## src/hw/rtl/ssc_pkg.sv

```systemverilog
// sorted size class stats table: shared types, constants and entry update functions
// used by the table cell, the top level and the testbench; no dependencies
`default_nettype none

package ssc_pkg;

    localparam int TABLE_DEPTH = 16;
    localparam int CFG_W       = 5;
    localparam int IDX_W       = 4;

    localparam logic [CFG_W-1:0] PAGE_LOG2_RESET = 5'd12;
    localparam logic [31:0]      MIN_PAGES       = 32'd2;

    typedef enum logic [1:0] {
        ST_OK      = 2'd0,
        ST_IGNORED = 2'd1,
        ST_DROPPED = 2'd2
    } status_t;

    typedef enum logic {
        OP_RECORD = 1'b0,
        OP_READ   = 1'b1
    } opcode_t;

    // one size class as held in a cell
    typedef struct packed {
        logic [31:0] size_pages;
        logic [31:0] pages_seen;
        logic [31:0] entries;
        logic [31:0] used_min;
        logic [31:0] used_max;
        logic [63:0] used_sum;
        logic [31:0] free_min;
        logic [31:0] free_max;
        logic [63:0] free_sum;
    } entry_t;

    // page values broadcast to every cell
    typedef struct packed {
        logic [31:0] pages;
        logic [31:0] used;
        logic [31:0] spare;
        logic [31:0] ents;
    } page_t;

    // compare flags a cell hands to its right neighbor
    typedef struct packed {
        logic valid;
        logic eq;
        logic gt;
        logic cand;
    } cell_flags_t;

    // per-cell control from the top level
    typedef struct packed {
        logic upd_en;
        logic new_class;
        logic rd_sel;
    } cell_ctl_t;

    // fold one page into a class
    function automatic entry_t fold_page(entry_t e, page_t p);
        entry_t r;
        r = e;
        r.pages_seen = e.pages_seen + 32'd1;
        if (p.ents != 32'd0)
        begin
            r.entries  = e.entries + p.ents;
            r.used_min = (p.used < e.used_min) ? p.used : e.used_min;
            r.used_max = (p.used > e.used_max) ? p.used : e.used_max;
            r.used_sum = e.used_sum + {32'd0, p.used};
            r.free_min = (p.spare < e.free_min) ? p.spare : e.free_min;
            r.free_max = (p.spare > e.free_max) ? p.spare : e.free_max;
            r.free_sum = e.free_sum + {32'd0, p.spare};
        end
        return r;
    endfunction

    // a new class starts its minimums from the page that opens it
    function automatic entry_t fresh_entry(page_t p);
        entry_t r;
        r            = '0;
        r.size_pages = p.pages;
        r.used_min   = p.used;
        r.free_min   = p.spare;
        return r;
    endfunction

endpackage

`default_nettype wire

```

## src/hw/rtl/ssc_cell.sv

```systemverilog
// one slot of the sorted class row: compares, updates, inserts or takes its left neighbor
// depends on ssc_pkg
`default_nettype none

module ssc_cell (
    input  wire                  clk,
    input  wire                  rst_n,
    input  ssc_pkg::cell_ctl_t   ctl,
    input  ssc_pkg::page_t       pg,
    input  ssc_pkg::cell_flags_t left_flags,
    input  ssc_pkg::entry_t      left_entry,
    output ssc_pkg::cell_flags_t flags,
    output ssc_pkg::entry_t      entry,
    output logic                 hit,
    output ssc_pkg::entry_t      result
);

    logic            valid_reg;
    logic            valid_next;
    ssc_pkg::entry_t entry_reg;
    ssc_pkg::entry_t entry_next;
    logic            ins;

    // compare against the broadcast page size
    always_comb
    begin
        flags.valid = valid_reg;
        flags.eq    = valid_reg && (entry_reg.size_pages == pg.pages);
        flags.gt    = valid_reg && (pg.pages < entry_reg.size_pages);
        flags.cand  = flags.gt || !valid_reg;
    end

    // first slot that is larger or empty takes the new class
    assign ins   = flags.cand && !left_flags.cand;
    assign entry = entry_reg;

    // update, insert or shift right
    always_comb
    begin
        valid_next = valid_reg;
        entry_next = entry_reg;
        hit        = 1'b0;
        if (ctl.upd_en)
        begin
            if (flags.eq)
            begin
                entry_next = ssc_pkg::fold_page(entry_reg, pg);
                hit        = 1'b1;
            end
            else if (ctl.new_class)
            begin
                if (ins)
                begin
                    entry_next = ssc_pkg::fold_page(ssc_pkg::fresh_entry(pg), pg);
                    valid_next = 1'b1;
                    hit        = 1'b1;
                end
                else if (left_flags.gt)
                begin
                    entry_next = left_entry;
                    valid_next = 1'b1;
                end
            end
        end
        if (ctl.rd_sel && valid_reg)
        begin
            hit = 1'b1;
        end
    end

    assign result = hit ? entry_next : '0;

    // slot valid
    always_ff @(posedge clk or negedge rst_n)
    begin
        if (!rst_n)
        begin
            valid_reg <= 1'b0;
        end
        else
        begin
            valid_reg <= valid_next;
        end
    end

    // slot contents
    always_ff @(posedge clk)
    begin
        entry_reg <= entry_next;
    end

endmodule

`default_nettype wire

```

## config.mk

```make
export PLATFORM = sky130hd
export DESIGN_NAME = ssc_cell
export DESIGN_NICKNAME = d
export VERILOG_FILES = /design/src/hw/rtl/ssc_pkg.sv /design/src/hw/rtl/ssc_cell.sv
export SDC_FILE = /design/constraint.sdc
export NUM_CORES = 2
export LEC_CHECK = 0
export BUFFER_PORTS_ARGS = -buffer_cell sky130_fd_sc_hd__buf_4
export CAP_MARGIN = 20
export CORE_AREA = 2 2 468 470
export DETAILED_ROUTE_END_ITERATION = 10
export DIE_AREA = 0 0 470 472
export PLACE_DENSITY = 0.35
export RECOVER_POWER = 50
export SYNTH_ARGS = -nofsm -noshare
export SYNTH_HDL_FRONTEND = slang
export SYNTH_SLANG_ARGS = --single-unit
```

## constraint.sdc

```tcl
create_clock -name clk -period 2.7 [get_ports clk]
set_input_delay 0.135 -clock clk [delete_from_list [all_inputs] [get_ports clk]]
set_output_delay 0.135 -clock clk [all_outputs]
set_load 0.01 [all_outputs]
```

==> summary.txt <==
Run status
  – Status: complete, but fails checks
  – Failing checks: setup timing

Final layout
  – Layout area overhead: 119.2%
  – Layout net count: between 7,000 and 8,000
  – Max reg flops: between 300 and 400
  – Final core occ: 30.16%
  – Layout cells sized above 1: slightly below 50%

Worst setup path
  – Worst Setup SP: entry[321]
  – Crit path cell chain: inv_1, ha_1, nor2b_2, o211ai_2, a2111oi_4, buf_4, o31a_1, nor3_4, buf_12, nand3_4, buf_12, o21bai_4, buf_6, buf_16, a222oi_1, nor2_1, buf_4
  – Startpoint Class: flip-flop
  – Crit path DAT: 4.12 ns
  – Crit path max-delay cell type: dfxtp_2
  – Worst r2r src: entry[343]
  – Critical Path RT: between 2 and 3 ns
  – Worst path max stage delay: between 0.3 and 0.4 ns
  – Crit Path Max Fanout: 6
  – Critical path class: reg2out
  – Crit. End Element: output port

Floorplanning
  – Die area: 0.2218 mm²
  – Initial Util: between 10% and 20%
  – Die Span X: 470 µm
  – Io pins: 1,198
  – Num rows: between 150 and 200
  – Placeable core area: 0.2165 mm²
  – Die Y: about 470 µm

Flow run
  – MaxCap Viol Count: 0

Pwr
  – Maximum vdd drop: between 500 and 600 µV
  – Combinational share of power: between 60 and 70%
  – Leakage: 30.50 nW
  – Clock power share: between 10% and 20%
  – Total power draw: 44.44 mW
  – Internal power: 25.29 mW
  – PD cells: 680.6 mW/mm²
  – Register share of total power: about 17%
  – Sw Ratio: around 43%
  – P_sw: about 19 mW

Timing
  – # setup viols final: between 700 and 800
  – Slew headroom: 51.02%
  – FMAX: 235.1 MHz
  – Fin worst setup slack: -1.553 ns
  – RSZ-0062 raised after global routing: true
  – Period utilization: 157.5%
  – Worst clock skew: a little under 0.03 ns
  – Endpoints failing hold: 0
  – Crit path time final: ~4.3 ns
  – Worst Tran Pin Value: between 0.7 and 0.8 ns
  – Slew Viols, Final: 0

Global route
  – Global-route wire length before repair: around 370,000 µm
  – Global route total overflow: 0
  – Largest net degree at the start of global routing: 60
  – Initial antenna violation count: 47
  – GRT Total Usage: 23.86%
  – Vias in the first global route: 45,110

Clock tree
  – H-tree depth: 2
  – Clock slew at reported path FFs: ~0.060 ns
  – Clock Latency Late Sink: between 0.7 and 0.8 ns
  – Clock tree buffer depth: 3
  – TritonCTS clock tree: done
  – CTS Buf Count: a little under 60
  – Sink Count: around 350
  – Clock root cell: clkbuf_16

Logic synthesis
  – Dominant synthesized flop cell: dfxtp_1
  – Post-synth EDFFs: 0
  – Synthesized instance count: a little under 4,000
  – Netlist cell types: about 110
  – Post-synthesis cell area: 0.02979 mm²
  – Post-synthesis sequential area ratio: around a quarter
  – Total of warnings raised by yosys: 0
  – Mean Syn Cell Area: between 7 and 8 µm²
  – Post-Syn Nets: 4,718
  – Seq cells post-synth: ~350
  – Ys async rst share: less than 1%

Detailed routing
  – Vias per inst: 4.502
  – Drt first pass iters: 7
  – Final WL: around 290,000 µm
  – Vias: 44,600
  – Drt drc: 0
  – Starting DRT DRC Count: 3,173
  – Routed Antenna Nets: 0
  – Routed len/inst: approximately 29 µm

Placed design
  – DP HPWL: approximately 230,000 µm
  – Gpl congestion: between 0.9 and 1
  – Buffers on Ports: ~1,200

Min path
  – Hold_sp: left_entry[138]
  – Worst min path class: in2reg
-- cells in the mapped netlist (69+ instances only) --
library cell / count / area [µm²]
nand3_1: 133 / 665.6
clkbuf_1: 122 / 457.9
ha_1: 254 / 3178
nor2_1: 260 / 975.9
o21ai_0: 245 / 1226
a21oi_1: 324 / 1622
nand4_1: 79 / 494.2
buf_2: 87 / 435.4
a31oi_1: 79 / 494.2
inv_1: 244 / 915.9
and2_1: 184 / 1151
nand2_1: 439 / 1648
mux2i_1: 96 / 960.9
a22oi_1: 69 / 518.0
a211oi_1: 71 / 533.0
and3_1: 84 / 525.5
dfxtp_1: 352 / 7047
-- what timing repair did --
item / CTS / global route
pin swaps: 104 / 152
setup endpoints to repair: 708 / 709
gates cloned: 14 / 38
resized for setup: 234 / 391
hold buffers: 427 / 0
endpoints found under the hold margin: 309 / 0
buffers inserted: 100 / 99
-- critical path: cells and delay by family (launching register included) --
kind	cells	cell delay, ns
compound gates	5	1.02
fa+ha+maj	1	0.27
buf+inv	7	1.07
flops	1	0.33
simple gates	4	0.70
-- area by class of cell --
type,instances,area (µm²)
fillers,23630,151200
multi-input cells,3128,23350
inverters,246,935.9
diodes,22,55.05
well taps,2854,3571
clock buffers,87,1752
flip-flops and latches,353,7118
repair buffers,3200,28340
clock inverters,16,162.7
-- power by group through the flow --
stage,combinational (mW),clock (mW),sequential (mW)
2_1_floorplan,9.22,0,8.56
3_3_place_gp,25.8,0,7.81
3_5_place_dp,25.7,0,7.80
4_1_cts,27.3,8.33,7.73
5_1_grt,30.5,8.49,7.90
6_report,28.6,8.09,7.75
-- worst paths after layout --
kind	endpoint	slack (ns)	cells after the start
worst max-delay path	result[220]	-1.55	17
worst min-delay path	entry[138]	0.02	5
worst max register to register	entry[204]	-1.23	24
worst min register to register	entry[191]	0.52	2
max in group asynchronous	valid_reg	2.18	3
min in group asynchronous	valid_reg	0.41	3
-- cells by family (layout without fill, tap and decap cells) --
logic type,after synthesis,in the layout,share of synthesized area (%)
AO/OA/AOI/OAI,1253,1253,28.17
XOR/XNOR,99,99,2.910
adder cells (fa/ha/maj),257,257,10.87
buffers and inverters,491,3549,6.963
flip-flops,353,353,23.74
multiplexers,109,109,3.717
other,0,22,0
AND/OR/NAND/NOR,1410,1410,23.63
-- metal layers --
| metal | part of all wire, % | GRT usage, % | vias to the layer above |
|---|---|---|---|
| met2 | 49 | 42.20 | 1629 |
| met4 | 4.2 | 8.488 | 10 |
| li1 | - | - | 20740 |
| met1 | 40 | 27.76 | 21840 |
| met3 | 6.8 | 5.841 | 375 |
| met5 | 0.020 | 0 | - |
-- stage by stage --
step | setup WS (ns) | hold slack [ns] | area (µm²) | instances | TNS (ns)
after global placement | -1.564 | -0.08537 | 54080 | 9141 | -613.64
after global routing | -1.751 | 0.01530 | 65280 | 9899 | -756.91
after detailed placement | -1.553 | -0.08321 | 54080 | 9141 | -598.23
after floorplan | -0.2682 | -0.1606 | 31120 | 3972 | -12.70
after CTS | -1.657 | 0.0002724 | 62260 | 9772 | -669.86
final | -1.553 | 0.01619 | 65290 | 9906 | -631.44
-- placed cells by master (no fill, tap or decap), drive strengths merged, types with 11 or more instances in the layout --
| master | instances |
|---|---|
| a211o | 12 |
| nand2 | 442 |
| a211oi | 73 |
| o21ai | 269 |
| dlygate4sd3 | 427 |
| ha | 254 |
| mux2 | 13 |
| clkinv | 11 |
| buf | 2733 |
| clkbuf | 125 |
| and2 | 186 |
| o21bai | 21 |
| a222oi | 58 |
| nor2 | 266 |
| a21o | 55 |
| nand4 | 84 |
| nor2b | 23 |
| nor4 | 37 |
| mux2i | 96 |
| xor2 | 46 |
| a22oi | 69 |
| inv | 245 |
| xnor2 | 53 |
| a21oi | 328 |
| a221o | 48 |
| diode | 22 |
| o21a | 18 |
| and3 | 84 |
| o211ai | 31 |
| or3 | 18 |
| o22ai | 58 |
| nand2b | 16 |
| dfxtp | 352 |
| nor3 | 64 |
| a31oi | 80 |
| nand3 | 135 |
| o31ai | 12 |
| a22o | 12 |
| and4 | 11 |
Note: power is estimated with default switching activity, not from simulation.
